<file path="src/design/pso_pkg.sv">
// Types and constants shared by the particle update modules.
`default_nettype none

package pso_pkg;

  localparam int unsigned CoordW   = 32;
  localparam int unsigned RandW    = 16;
  localparam int unsigned GainW    = 16;
  localparam int unsigned CostW    = 64;
  localparam int unsigned CfgIdxW  = 2;
  localparam int unsigned FracBits = 12;

  // Shared multiplier: signed A operand, unsigned B operand taken one bit a cycle.
  localparam int unsigned MulAW   = 33;
  localparam int unsigned MulBW   = 32;
  localparam int unsigned MulPW   = 65;
  localparam int unsigned MulCntW = 6;
  localparam logic [MulCntW-1:0] MulBitsShort = 6'd16;
  localparam logic [MulCntW-1:0] MulBitsLong  = 6'd32;

  // Velocity accumulator; the three scaled terms stay well inside 40 bits.
  localparam int unsigned VsumW = 40;

  localparam logic [CoordW-1:0] CoordMax = 32'h7FFF_FFFF;
  localparam logic [CoordW-1:0] CoordMin = 32'h8000_0000;

  localparam logic [GainW-1:0] InertiaReset   = 16'd2867;
  localparam logic [GainW-1:0] CognitiveReset = 16'd8192;
  localparam logic [GainW-1:0] SocialReset    = 16'd8192;

  typedef enum logic [1:0] {
    FUNC_INIT = 2'd0,
    FUNC_MOVE = 2'd1,
    FUNC_BEST = 2'd2,
    FUNC_NOP  = 2'd3
  } func_e;

  typedef enum logic [CfgIdxW-1:0] {
    CFG_INERTIA   = 2'd0,
    CFG_COGNITIVE = 2'd1,
    CFG_SOCIAL    = 2'd2
  } cfg_idx_e;

  typedef enum logic [2:0] {
    ST_IDLE,
    ST_ISSUE,
    ST_WAIT,
    ST_AXIS,
    ST_BEST,
    ST_DONE
  } state_e;

  typedef enum logic [2:0] {
    STEP_G1,
    STEP_G2,
    STEP_T0,
    STEP_T1,
    STEP_T2,
    STEP_SQ
  } step_e;

  typedef struct packed {
    logic [GainW-1:0] inertia;
    logic [GainW-1:0] cognitive;
    logic [GainW-1:0] social;
  } cfg_t;

  typedef struct packed {
    logic               start;
    logic [MulCntW-1:0] nbits;
  } mul_ctrl_t;

  typedef struct packed {
    logic busy;
    logic done;
  } mul_stat_t;

endpackage

`default_nettype wire

</file>
<file path="src/design/pso_cfg_regs.sv">
// Configuration registers for the inertia, cognitive and social gains.
`default_nettype none

module pso_cfg_regs (
  input  logic                        clk_i,
  input  logic                        rst_ni,
  input  logic                        cfg_valid_i,
  output logic                        cfg_ready_o,
  input  logic [pso_pkg::CfgIdxW-1:0] cfg_index_i,
  input  logic [pso_pkg::GainW-1:0]   cfg_data_i,
  output pso_pkg::cfg_t               cfg_o
);
  import pso_pkg::*;

  cfg_t cfg_q, cfg_d;

  assign cfg_ready_o = 1'b1;
  assign cfg_o       = cfg_q;

  always_comb begin
    cfg_d = cfg_q;
    if (cfg_valid_i) begin
      unique case (cfg_idx_e'(cfg_index_i))
        CFG_INERTIA:   cfg_d.inertia   = cfg_data_i;
        CFG_COGNITIVE: cfg_d.cognitive = cfg_data_i;
        CFG_SOCIAL:    cfg_d.social    = cfg_data_i;
        default:       cfg_d = cfg_q;
      endcase
    end
  end

  always_ff @(posedge clk_i or negedge rst_ni) begin
    if (!rst_ni) begin
      cfg_q.inertia   <= InertiaReset;
      cfg_q.cognitive <= CognitiveReset;
      cfg_q.social    <= SocialReset;
    end else begin
      cfg_q <= cfg_d;
    end
  end

endmodule

`default_nettype wire

</file>
<file path="src/design/pso_serial_mult.sv">
// Bit-serial shift-and-add multiplier, signed by unsigned, MSB of B first.
`default_nettype none

module pso_serial_mult (
  input  logic                              clk_i,
  input  logic                              rst_ni,
  input  pso_pkg::mul_ctrl_t                ctrl_i,
  input  logic signed [pso_pkg::MulAW-1:0]  a_i,
  input  logic        [pso_pkg::MulBW-1:0]  b_i,
  output pso_pkg::mul_stat_t                stat_o,
  output logic signed [pso_pkg::MulPW-1:0]  prod_o
);
  import pso_pkg::*;

  logic signed [MulAW-1:0]   a_q, a_d;
  logic        [MulBW-1:0]   b_q, b_d;
  logic signed [MulPW-1:0]   acc_q, acc_d;
  logic signed [MulPW-1:0]   addend;
  logic        [MulCntW-1:0] cnt_q, cnt_d;
  logic                      done_q, done_d;

  always_comb begin
    addend = b_q[MulBW-1] ? {{(MulPW-MulAW){a_q[MulAW-1]}}, a_q} : '0;
    a_d    = a_q;
    b_d    = b_q;
    acc_d  = acc_q;
    cnt_d  = cnt_q;
    done_d = 1'b0;
    if (ctrl_i.start) begin
      // Left-align the used bits of B so that its top bit is always the next one.
      a_d   = a_i;
      b_d   = b_i << (MulCntW'(MulBW) - ctrl_i.nbits);
      acc_d = '0;
      cnt_d = ctrl_i.nbits;
    end else if (cnt_q != '0) begin
      acc_d  = (acc_q <<< 1) + addend;
      b_d    = b_q << 1;
      cnt_d  = cnt_q - 1'b1;
      done_d = (cnt_q == MulCntW'(1));
    end
  end

  always_ff @(posedge clk_i) begin
    a_q   <= a_d;
    b_q   <= b_d;
    acc_q <= acc_d;
  end

  always_ff @(posedge clk_i or negedge rst_ni) begin
    if (!rst_ni) begin
      cnt_q  <= '0;
      done_q <= 1'b0;
    end else begin
      cnt_q  <= cnt_d;
      done_q <= done_d;
    end
  end

  assign stat_o.busy = (cnt_q != '0);
  assign stat_o.done = done_q;
  assign prod_o      = acc_q;

endmodule

`default_nettype wire

</file>
<file path="src/design/pso_particle_update.sv">
// Each multiply runs on the shared bit-serial multiplier.
// A move runs ten 16-bit and two 32-bit multiplies; an init runs two 32-bit squares.
// A personal best update and an unused code use no multiply.
// One request is in flight at a time; a finished result waits in the output register.
// Reset clears position, velocity, best position and cost, sets the best cost to all ones
// and restores the default gains.
`default_nettype none

module pso_particle_update (
  input  logic                        clk_i,
  input  logic                        rst_ni,
  input  logic                        cfg_valid_i,
  output logic                        cfg_ready_o,
  input  logic [pso_pkg::CfgIdxW-1:0] cfg_index_i,
  input  logic [pso_pkg::GainW-1:0]   cfg_data_i,
  input  logic                        in_valid_i,
  output logic                        in_stall_o,
  input  logic [1:0]                  func_i,
  input  logic signed [31:0]          load_x_i,
  input  logic signed [31:0]          load_y_i,
  input  logic signed [31:0]          load_vx_i,
  input  logic signed [31:0]          load_vy_i,
  input  logic signed [31:0]          gbest_x_i,
  input  logic signed [31:0]          gbest_y_i,
  input  logic [15:0]                 rand_cog_x_i,
  input  logic [15:0]                 rand_soc_x_i,
  input  logic [15:0]                 rand_cog_y_i,
  input  logic [15:0]                 rand_soc_y_i,
  output logic                        out_valid_o,
  input  logic                        out_stall_i,
  output logic signed [31:0]          pos_x_o,
  output logic signed [31:0]          pos_y_o,
  output logic signed [31:0]          vel_x_o,
  output logic signed [31:0]          vel_y_o,
  output logic [63:0]                 cost_o,
  output logic [63:0]                 best_cost_o,
  output logic signed [31:0]          best_x_o,
  output logic signed [31:0]          best_y_o,
  output logic                        improved_o,
  output logic                        saturated_o
);
  import pso_pkg::*;

  cfg_t      cfg;
  mul_ctrl_t mul_ctrl;
  mul_stat_t mul_stat;
  logic signed [MulAW-1:0] mul_a;
  logic        [MulBW-1:0] mul_b;
  logic signed [MulPW-1:0] prod;
  logic signed [MulPW-1:0] prod_shr;
  logic signed [VsumW-1:0] term;

  state_e state_q, state_d;
  step_e  step_q, step_d;
  logic   axis_q, axis_d;
  func_e  func_q, func_d;

  logic signed [CoordW-1:0] pos_q [2];
  logic signed [CoordW-1:0] pos_d [2];
  logic signed [CoordW-1:0] vel_q [2];
  logic signed [CoordW-1:0] vel_d [2];
  logic signed [CoordW-1:0] best_q [2];
  logic signed [CoordW-1:0] best_d [2];
  logic        [CostW-1:0]  cost_q, cost_d;
  logic        [CostW-1:0]  pbest_cost_q, pbest_cost_d;

  logic signed [CoordW-1:0] gb_q [2];
  logic signed [CoordW-1:0] gb_d [2];
  logic        [RandW-1:0]  rc_q [2];
  logic        [RandW-1:0]  rc_d [2];
  logic        [RandW-1:0]  rs_q [2];
  logic        [RandW-1:0]  rs_d [2];
  logic        [GainW-1:0]  g1_q, g1_d, g2_q, g2_d;
  logic signed [VsumW-1:0]  vsum_q, vsum_d;
  logic        [CostW-1:0]  cacc_q, cacc_d;
  logic                     improved_q, improved_d, sat_q, sat_d;

  logic                     out_valid_q, out_valid_d;
  logic signed [CoordW-1:0] out_pos_q [2];
  logic signed [CoordW-1:0] out_vel_q [2];
  logic signed [CoordW-1:0] out_best_q [2];
  logic        [CostW-1:0]  out_cost_q, out_pbest_q;
  logic                     out_improved_q, out_sat_q;

  logic                     in_acc, out_free, out_load;
  logic signed [CoordW-1:0] pos_cur;
  logic        [CoordW-1:0] pos_abs;
  logic                     v_ovf, p_ovf;
  logic signed [CoordW-1:0] v_clip, p_clip;
  logic        [CoordW:0]   p_sum;
  logic        [CostW-1:0]  cost_sum;

  pso_cfg_regs u_cfg (
    .clk_i       (clk_i),
    .rst_ni      (rst_ni),
    .cfg_valid_i (cfg_valid_i),
    .cfg_ready_o (cfg_ready_o),
    .cfg_index_i (cfg_index_i),
    .cfg_data_i  (cfg_data_i),
    .cfg_o       (cfg)
  );

  pso_serial_mult u_mult (
    .clk_i  (clk_i),
    .rst_ni (rst_ni),
    .ctrl_i (mul_ctrl),
    .a_i    (mul_a),
    .b_i    (mul_b),
    .stat_o (mul_stat),
    .prod_o (prod)
  );

  assign in_acc   = in_valid_i && (state_q == ST_IDLE);
  assign out_free = !out_valid_q || !out_stall_i;
  assign out_load = (state_q == ST_DONE) && out_free;

  assign pos_cur  = pos_q[axis_q];
  assign pos_abs  = pos_cur[CoordW-1] ? (CoordW'(0) - pos_cur) : pos_cur;
  assign prod_shr = prod >>> FracBits;
  assign term     = $signed(prod_shr[VsumW-1:0]);
  assign cost_sum = cacc_q + prod[CostW-1:0];

  // Clipping of the new velocity and position for the axis in hand.
  always_comb begin
    v_ovf  = !((&vsum_q[VsumW-1:CoordW-1]) || !(|vsum_q[VsumW-1:CoordW-1]));
    v_clip = v_ovf ? (vsum_q[VsumW-1] ? CoordMin : CoordMax) : vsum_q[CoordW-1:0];
    p_sum  = {pos_cur[CoordW-1], pos_cur} + {v_clip[CoordW-1], v_clip};
    p_ovf  = p_sum[CoordW] != p_sum[CoordW-1];
    p_clip = p_ovf ? (p_sum[CoordW] ? CoordMin : CoordMax) : p_sum[CoordW-1:0];
  end

  // Next state.
  always_comb begin
    state_d = state_q;
    unique case (state_q)
      ST_IDLE: begin
        if (in_acc) begin
          unique case (func_e'(func_i))
            FUNC_INIT: state_d = ST_ISSUE;
            FUNC_MOVE: state_d = ST_ISSUE;
            FUNC_BEST: state_d = ST_BEST;
            FUNC_NOP:  state_d = ST_DONE;
          endcase
        end
      end
      ST_ISSUE: state_d = ST_WAIT;
      ST_WAIT: begin
        if (mul_stat.done) begin
          priority if (step_q == STEP_T2) begin
            state_d = ST_AXIS;
          end else if ((step_q == STEP_SQ) && axis_q) begin
            state_d = ST_DONE;
          end else begin
            state_d = ST_ISSUE;
          end
        end
      end
      ST_AXIS: state_d = ST_ISSUE;
      ST_BEST: state_d = ST_DONE;
      ST_DONE: begin
        if (out_free) begin
          state_d = ST_IDLE;
        end
      end
      default: state_d = ST_IDLE;
    endcase
  end

  // Outputs of the sequencer: handshake and multiplier operands.
  always_comb begin
    in_stall_o     = (state_q != ST_IDLE);
    mul_ctrl.start = (state_q == ST_ISSUE);
    mul_ctrl.nbits = MulBitsShort;
    mul_a          = '0;
    mul_b          = '0;
    unique case (step_q)
      STEP_G1: begin
        mul_a = {{(MulAW-GainW){1'b0}}, cfg.cognitive};
        mul_b = {{(MulBW-RandW){1'b0}}, rc_q[axis_q]};
      end
      STEP_G2: begin
        mul_a = {{(MulAW-GainW){1'b0}}, cfg.social};
        mul_b = {{(MulBW-RandW){1'b0}}, rs_q[axis_q]};
      end
      STEP_T0: begin
        mul_a = {vel_q[axis_q][CoordW-1], vel_q[axis_q]};
        mul_b = {{(MulBW-GainW){1'b0}}, cfg.inertia};
      end
      STEP_T1: begin
        mul_a = {best_q[axis_q][CoordW-1], best_q[axis_q]} - {pos_cur[CoordW-1], pos_cur};
        mul_b = {{(MulBW-GainW){1'b0}}, g1_q};
      end
      STEP_T2: begin
        mul_a = {gb_q[axis_q][CoordW-1], gb_q[axis_q]} - {pos_cur[CoordW-1], pos_cur};
        mul_b = {{(MulBW-GainW){1'b0}}, g2_q};
      end
      STEP_SQ: begin
        mul_ctrl.nbits = MulBitsLong;
        mul_a          = {1'b0, pos_abs};
        mul_b          = pos_abs;
      end
      default: begin
        mul_a = '0;
        mul_b = '0;
      end
    endcase
  end

  // Datapath registers.
  always_comb begin
    step_d       = step_q;
    axis_d       = axis_q;
    func_d       = func_q;
    pos_d        = pos_q;
    vel_d        = vel_q;
    best_d       = best_q;
    cost_d       = cost_q;
    pbest_cost_d = pbest_cost_q;
    gb_d         = gb_q;
    rc_d         = rc_q;
    rs_d         = rs_q;
    g1_d         = g1_q;
    g2_d         = g2_q;
    vsum_d       = vsum_q;
    cacc_d       = cacc_q;
    improved_d   = improved_q;
    sat_d        = sat_q;
    unique case (state_q)
      ST_IDLE: begin
        if (in_acc) begin
          func_d     = func_e'(func_i);
          axis_d     = 1'b0;
          improved_d = 1'b0;
          sat_d      = 1'b0;
          unique case (func_e'(func_i))
            FUNC_INIT: begin
              pos_d[0]  = load_x_i;
              pos_d[1]  = load_y_i;
              vel_d[0]  = load_vx_i;
              vel_d[1]  = load_vy_i;
              best_d[0] = load_x_i;
              best_d[1] = load_y_i;
              step_d    = STEP_SQ;
            end
            FUNC_MOVE: begin
              gb_d[0] = gbest_x_i;
              gb_d[1] = gbest_y_i;
              rc_d[0] = rand_cog_x_i;
              rc_d[1] = rand_cog_y_i;
              rs_d[0] = rand_soc_x_i;
              rs_d[1] = rand_soc_y_i;
              step_d  = STEP_G1;
            end
            FUNC_BEST: step_d = step_q;
            FUNC_NOP:  step_d = step_q;
          endcase
        end
      end
      ST_WAIT: begin
        if (mul_stat.done) begin
          unique case (step_q)
            STEP_G1: begin
              g1_d   = prod[2*GainW-1:GainW];
              step_d = STEP_G2;
            end
            STEP_G2: begin
              g2_d   = prod[2*GainW-1:GainW];
              step_d = STEP_T0;
            end
            STEP_T0: begin
              vsum_d = term;
              step_d = STEP_T1;
            end
            STEP_T1: begin
              vsum_d = vsum_q + term;
              step_d = STEP_T2;
            end
            STEP_T2: vsum_d = vsum_q + term;
            STEP_SQ: begin
              if (!axis_q) begin
                cacc_d = prod[CostW-1:0];
                axis_d = 1'b1;
              end else begin
                cost_d = cost_sum;
                axis_d = 1'b0;
                // An init takes its own cost as the best so far.
                if (func_q == FUNC_INIT) begin
                  pbest_cost_d = cost_sum;
                end
              end
            end
            default: step_d = step_q;
          endcase
        end
      end
      ST_AXIS: begin
        vel_d[axis_q] = v_clip;
        pos_d[axis_q] = p_clip;
        sat_d         = sat_q || v_ovf || p_ovf;
        if (!axis_q) begin
          axis_d = 1'b1;
          step_d = STEP_G1;
        end else begin
          axis_d = 1'b0;
          step_d = STEP_SQ;
        end
      end
      ST_BEST: begin
        if (cost_q < pbest_cost_q) begin
          best_d       = pos_q;
          pbest_cost_d = cost_q;
          improved_d   = 1'b1;
        end
      end
      default: step_d = step_q;
    endcase
  end

  assign out_valid_d = out_load || (out_valid_q && out_stall_i);

  always_ff @(posedge clk_i or negedge rst_ni) begin
    if (!rst_ni) begin
      state_q      <= ST_IDLE;
      step_q       <= STEP_G1;
      axis_q       <= 1'b0;
      func_q       <= FUNC_NOP;
      pos_q        <= '{default: '0};
      vel_q        <= '{default: '0};
      best_q       <= '{default: '0};
      cost_q       <= '0;
      pbest_cost_q <= '1;
      improved_q   <= 1'b0;
      sat_q        <= 1'b0;
      out_valid_q  <= 1'b0;
    end else begin
      state_q      <= state_d;
      step_q       <= step_d;
      axis_q       <= axis_d;
      func_q       <= func_d;
      pos_q        <= pos_d;
      vel_q        <= vel_d;
      best_q       <= best_d;
      cost_q       <= cost_d;
      pbest_cost_q <= pbest_cost_d;
      improved_q   <= improved_d;
      sat_q        <= sat_d;
      out_valid_q  <= out_valid_d;
    end
  end

  always_ff @(posedge clk_i) begin
    gb_q   <= gb_d;
    rc_q   <= rc_d;
    rs_q   <= rs_d;
    g1_q   <= g1_d;
    g2_q   <= g2_d;
    vsum_q <= vsum_d;
    cacc_q <= cacc_d;
    if (out_load) begin
      out_pos_q      <= pos_q;
      out_vel_q      <= vel_q;
      out_best_q     <= best_q;
      out_cost_q     <= cost_q;
      out_pbest_q    <= pbest_cost_q;
      out_improved_q <= improved_q;
      out_sat_q      <= sat_q;
    end
  end

  assign out_valid_o = out_valid_q;
  assign pos_x_o     = out_pos_q[0];
  assign pos_y_o     = out_pos_q[1];
  assign vel_x_o     = out_vel_q[0];
  assign vel_y_o     = out_vel_q[1];
  assign cost_o      = out_cost_q;
  assign best_cost_o = out_pbest_q;
  assign best_x_o    = out_best_q[0];
  assign best_y_o    = out_best_q[1];
  assign improved_o  = out_improved_q;
  assign saturated_o = out_sat_q;

endmodule

`default_nettype wire

</file>
<file path="config.mk">
export PLATFORM = sky130hd
export DESIGN_NAME = pso_particle_update
export DESIGN_NICKNAME = d
export VERILOG_FILES = /design/src/design/pso_pkg.sv /design/src/design/pso_cfg_regs.sv /design/src/design/pso_serial_mult.sv /design/src/design/pso_particle_update.sv
export SDC_FILE = /design/constraint.sdc
export NUM_CORES = 2
export LEC_CHECK = 0
export ABC_AREA = 1
export CELL_PAD_IN_SITES_DETAIL_PLACEMENT = 0
export CELL_PAD_IN_SITES_GLOBAL_PLACEMENT = 2
export CORE_UTILIZATION = 39
export CTS_CLUSTER_SIZE = 20
export DETAILED_ROUTE_END_ITERATION = 16
export DONT_BUFFER_PORTS = 1
export HOLD_SLACK_MARGIN = 0.03
export PLACE_DENSITY = 0.89
export RECOVER_POWER = 50
export SLEW_MARGIN = 20
export SYNTH_ARGS = -nofsm -noshare
export SYNTH_HDL_FRONTEND = slang
export SYNTH_SLANG_ARGS = --single-unit
</file>
<file path="constraint.sdc">
create_clock -name clk_i -period 21.6 [get_ports clk_i]
set_clock_uncertainty 0.2 [all_clocks]
set_input_delay 3.24 -clock clk_i [delete_from_list [all_inputs] [get_ports clk_i]]
set_output_delay 3.24 -clock clk_i [all_outputs]
set_load 0.005 [all_outputs]
</file>
== Word level (Yosys, flattened, before mapping) ==
Index checks and enable logic that the tools add are counted.
Word-level totals
  register bits after elaboration: 1102
  bits of input ports: 281
  output and inout port bits: 325
  logic and storage cells: 208
Cells by class
  $add $sub $neg: 9
  magnitude comparators: 3
  equality and inequality tests: 27
  shifts and indexed selects: 1
  multiplexer cells: 73
  bitwise gates (word level): 2
  reduce and logical (&&, ||, !) cells: 50
Operators by type and width (number)
  2-to-1 mux 64 bit: 11
  2-to-1 mux 32 bit: 20
  one-hot mux 64 bit (2 select lines): 4
  one-hot mux 33 bit (6 select lines): 1
  one-hot mux 32 bit (6 select lines): 1
  adder 64 bit: 2
  bitwise mux 64 bit: 2
  2-to-1 mux 16 bit: 6
  one-hot mux 40 bit (2 select lines): 1
  subtractor 32 x 32 -> 33 bit: 2
  less-than comparator 64 bit: 1
  adder 40 bit: 1
  adder 32 x 32 -> 33 bit: 1
  demux 32 bit (select 1 bit): 1
  left shift 32 x 6 -> 32 bit: 1
  subtractor 1 x 32 -> 32 bit, first input constant: 1
  2-to-1 mux 3 bit: 8
  AND reduction 3 bit: 7
  2-to-1 mux 6 bit: 3
  one-hot mux 3 bit (3 select lines): 2
  one-hot mux 3 bit (6 select lines): 1
  AND reduction 4 bit: 4
  != test 2 bit, second input constant: 7
  equality test 3 x 2 -> 1 bit, second input constant: 4
  other kinds (33): 73

== Depth between registers and ports, before layout ==
  word-level depth: 9
  mapped depth: 29
  gate-level depth less buffers: 26

== Hierarchy ==
From an unflattened synthesis, not the netlist that was laid out.
Unflattened totals
  cells, all modules: 8521
  area total of the unflattened synthesis: 65939.5 µm²
By module, submodules not included
  pso_particle_update: instances 1, cells each 6267, area an instance 52039.9 µm², seq. area each 25987.4 µm²
  pso_serial_mult: instances 1, cells each 2038, area an instance 11832.6 µm², seq. area each 3428.3 µm²
  pso_cfg_regs: instances 1, cells each 216, area an instance 2067.0 µm², seq. area each 1212.4 µm²

== Worst setup path after synthesis ==
No wires, ideal clock.
  path kind: input to register
  from: input out_stall_i
  to: register out_pbest_q[0] (netlist: best_cost_o[0]) (enable)
  setup time: 1.016 ns
  arrival time: 16.602 ns
  data required time: 20.384 ns
  setup slack: 3.782 ns
  stages: 3
  buffers on the path: 0
  cell sequence: nand2_1 > inv_1 > nor2_1
Between the ends
  cells in the longest elaborated chain, start to end: 3
RTL lines
  start, declared: RTL line pso_particle_update.sv:30  | input logic out_stall_i,
  logical NOT 1 bit: RTL line pso_particle_update.sv:114  | assign out_free = !out_valid_q || !out_stall_i;
  logical OR 1 bit: RTL line pso_particle_update.sv:114
  logical AND 1 bit: RTL line pso_particle_update.sv:115  | assign out_load = (state_q == ST_DONE) && out_free;
  via out_load: RTL line pso_particle_update.sv:85  | logic in_acc, out_free, out_load;
  end signal, assigned: RTL line pso_particle_update.sv:364  | out_pbest_q <= pbest_cost_q;
  end, declared: RTL line pso_particle_update.sv:82  | logic [CostW-1:0] out_cost_q, out_pbest_q;
The timed path passes the listed nets, and every way through them passes these cells.
A chain may end at the register's enable or synchronous reset.

==> metrics.md <==
| Metric | Value |
|---|---|
| DRC violations left | `0` |
| Number of nets in the final layout | `about 8400` |
| Buffer levels on the longest clock path | `3` |
| Slowest CP cell | `sky130_fd_sc_hd__clkbuf_1` |
| Die H | `~400 um` |
| Logic depth of the worst path, buffers included | `1` |
| Number of setup buffers added after CTS | `0` |
| Maximum fanout count along the critical path | `roughly 130` |
| Netlist Area Pre-Place | `63200 um^2` |
| Starting utilization of the core area | `39.3%` |
| Time the final worst path needs with I/O delays and setup | `10.26 ns` |
| Synth area leader | `sky130_fd_sc_hd__edfxtp_1` |
| Placer congestion estimate | `~1.0` |
| Delay of the slowest cell on the worst path | `5.36 ns` |
| Total GRT Usage | `a little under a third` |
| Worst-path clk slew | `around 0.070 ns` |
| Average cell area after synthesis | `8.04 um^2` |
| Place WS | `15.19 ns` |
| Gr ovfl total | `0` |
| Count of cells along the worst hold path | `0` |
| Dominant delay contributor by cell family on the critical path | `buffers and inverters` |
| Final ANT Viol Nets | `0` |
| Final setup vio count | `0` |
| Detailed-routing iteration count for the pre-antenna-repair pass | `7` |
| Vias in the first global route | `51309` |
| Status | `complete, but fails checks` |
| Relative slew slack | `-424%` |
| Clock latency reported for the late side of the worst-skew pair | `~0.80 ns` |
| Standard cell core area | `~160000 um^2` |
| Register bit count reported by yosys | `approximately 1100` |
| Total negative slack | `0 ns` |
| Number of enable-type register cells in the synthesized netlist | `roughly 650` |
| Yosys warnings | `0` |
| Synthesis-to-finish area growth | `10.2%` |
| Leakage power | `between 30 and 40 nW` |
| Count of pins over their slew limit | `~730` |
| Final period utilization | `a little under half` |
| Number of rows in the core area | `between 100 and 150` |
| Primary flip-flop cell chosen by synthesis mapping | `sky130_fd_sc_hd__edfxtp_1` |
| Failing checks | `max-capacitance violations, max-slew violations` |
| CTS-repair resized insts | `0` |
| Final routed wire length divided by cell count | `about 25 um` |
| Routed via count divided by cell count | `5.47` |
| Initial antenna violation count | `35` |
| Synth top area cells | `sky130_fd_sc_hd__edfxtp_1 31%, sky130_fd_sc_hd__nand2_1 14%, sky130_fd_sc_hd__dfrtp_1 12%` |
| Data arrival time at the worst-slack endpoint | `8.97 ns` |
| IO buf count | `0` |
| Upper clock frequency limit | `97.4 MHz` |
| Min-Delay Path Class | `flip-flop to flip-flop` |
| Global-route wire length before repair | `between 300 and 400 mm` |
| Post-synthesis sequential area ratio | `between 40% and 50%` |
| Category of the most critical setup path | `input pin to asynchronous set/reset pin` |
| Smallest setup slack after layout | `about 11 ns` |
| Pin count of the biggest net entering global routing | `approximately 390` |
| Unrepaired setup endpoints after global routing | `false` |
| Total count of hold-check failures in the final report | `0` |
| Die width | `between 400 and 500 um` |
| Worst hold slack across all endpoints | `~0.23 ns` |
| Cells after synthesis | `just under 8000` |
| Least-Margin Pin Slew | `around 8 ns` |
| Total wirelength of the detailed-routed design | `around 250 mm` |
| TritonCTS Buffers | `118` |
| Final standard cell count with taps included and fillers excluded | `between 10000 and 15000` |
| Most used standard cells in the synthesized netlist | `2338 x sky130_fd_sc_hd__nand2_1, 1026 x sky130_fd_sc_hd__inv_1, 651 x sky130_fd_sc_hd__edfxtp_1` |
| Fillers | `16311` |
| Cell Pwr Density | `roughly 64 nW/um^2` |
| Cell count of the worst reg-to-reg path | `8` |
| Routed vias | `about 55000` |
| Layout cell share with drive strength beyond 1 | `under 10%` |
| Kind of end point of the critical path | `asynchronous set/reset pin` |
| I/O pin count | `slightly above 600` |
| Number of instances in the placed design | `roughly 9800` |
| Cell variety after synth | `between 60 and 70` |
| Peak supply drop | `a little under 0.00009 V` |
| CP required | `~20 ns` |
| Number of buffers added to fix hold violations after cts | `0` |
| Half-perimeter wire length after placement | `around 200 mm` |
| Buf+Inv Stages, Crit Path | `1` |
| Synth top area share | `30.9%` |
| Async SR Flop Fraction | `35.1%` |
| Die area | `about 160000 um^2` |
| Count of H-tree levels built during CTS | `3` |
| Most common cell in the netlist | `sky130_fd_sc_hd__nand2_1` |
| Crit start category | `input pin` |
| Post-synthesis net count | `8441` |
| Cell Chain, Critical Path | `clkbuf_1` |
| Number of sinks handled by clock tree synthesis | `between 1000 and 1500` |
| Number of design-rule violations left by the first detailed-router iteration | `around 6300` |
| CTS tree | `done` |
| Number of maximum-capacitance constraint violations | `13` |
| Cell at the root of the clock tree | `sky130_fd_sc_hd__clkbuf_16` |
==> metrics by stage <==
step | cell area, um^2 | power, mW | util (%)
after global routing | 69600 | 4.58 | 43.3
final | 69600 | 4.47 | 43.3
after CTS | 69600 | 4.49 | 43.3
after floorplan | 63200 | 2.32 | -
after detailed placement | 65500 | 2.34 | 40.8
after global placement | 65500 | 2.34 | 40.8
==> cell families after synthesis <==
| family | count (synthesis) | share of synthesized area [%] |
|---|---|---|
| compound gates | 1534 | 13.8 |
| flops | 1102 | 48.4 |
| simple gates | 3554 | 22.7 |
| xor+xnor | 83 | 1.15 |
| buf+inv | 1285 | 7.83 |
| mux | 3 | 0.0475 |
| fa+ha+maj | 299 | 5.98 |
| other cells | 1 | 0.00594 |
==> cells in the final DEF, fill, tap and decap left out, types with 38 or more instances in the layout <==
cell type,count
sky130_fd_sc_hd__dfrtp_1,311
sky130_fd_sc_hd__a21oi_1,529
sky130_fd_sc_hd__edfxtp_1,651
sky130_fd_sc_hd__clkbuf_16,122
sky130_fd_sc_hd__buf_4,47
sky130_fd_sc_hd__nor3_1,59
sky130_fd_sc_hd__a2bb2oi_1,38
sky130_fd_sc_hd__nor2_1,614
sky130_fd_sc_hd__dfxtp_1,64
sky130_fd_sc_hd__xor2_1,44
sky130_fd_sc_hd__a31oi_1,52
sky130_fd_sc_hd__inv_1,1025
sky130_fd_sc_hd__nand3_1,380
sky130_fd_sc_hd__xnor2_1,39
sky130_fd_sc_hd__dfstp_1,64
sky130_fd_sc_hd__ha_1,294
sky130_fd_sc_hd__a21boi_0,58
sky130_fd_sc_hd__o21ai_0,586
sky130_fd_sc_hd__nand2_1,2336
sky130_fd_sc_hd__nand4_1,45
sky130_fd_sc_hd__clkbuf_1,40
==> path summary, 6_finish.rpt <==
path / slack, ns / from / to
hold / removal: 0.23 / vel_q[43] / vel_x_o[11]
hold reg to reg: 0.23 / vel_q[43] / vel_x_o[11]
setup / recovery: 11.34 / rst_ni / vel_q[26]
setup reg to reg: 13.94 / state_q[0] / u_mult.prod_o[14]
min in group asynchronous: 1.97 / rst_ni / vel_q[46]
max in group clk_i: 13.94 / state_q[0] / u_mult.prod_o[14]
==> report_power, final <==
part	internal, mW	switching, mW
Combinational	0.0185	0.0406
Clock	1.23	0.927
Sequential	2.24	0.0164
Total	3.49	0.984
==> worst reg2reg max path: stages, from the launching register on <==
cell                       delay (ns)
sky130_fd_sc_hd__dfrtp_1         0.44
sky130_fd_sc_hd__nand2_1         0.13
sky130_fd_sc_hd__nor2_1          0.20
sky130_fd_sc_hd__clkbuf_1        2.38
sky130_fd_sc_hd__clkinv_1        0.38
sky130_fd_sc_hd__clkbuf_1        1.08
sky130_fd_sc_hd__nand2_1         1.16
sky130_fd_sc_hd__inv_1           1.01
sky130_fd_sc_hd__a32o_1          0.58
==> layout make-up <==
class	instances	area [um^2]	area share, %
timing repair buffer	70	479	0.689
clock inverter	78	891	1.28
clock buffer	148	3210	4.61
tap	2160	2700	3.88
antenna	19	47.5	0.0683
sequential	1102	30600	44.0
multi-input combinational	5474	27700	39.9
inverter	1041	3920	5.63
==> state kept, by name (all words and copies together), names as in the netlist, 40 cells and up <==
| register | count |
|---|---|
| cost_q | 64 |
| cost_o | 64 |
| u_mult.prod_o | 64 |
| u_cfg.cfg_o | 48 |
| gb_q | 64 |
| cacc_q | 64 |
| pbest_cost_q | 64 |
| pos_q | 64 |
| best_q | 64 |
| vel_q | 64 |
| vsum_q | 40 |
| best_cost_o | 64 |
==> routing by layer <==
metal,track usage (%),part of all wire [%],vias up
li1,-,-,25905
met1,44.0,45,26342
met2,43.7,41,2525
met3,8.03,10,377
met4,9.66,3.3,18
met5,0,0.055,-
Note: power is estimated with default switching activity, not from simulation.
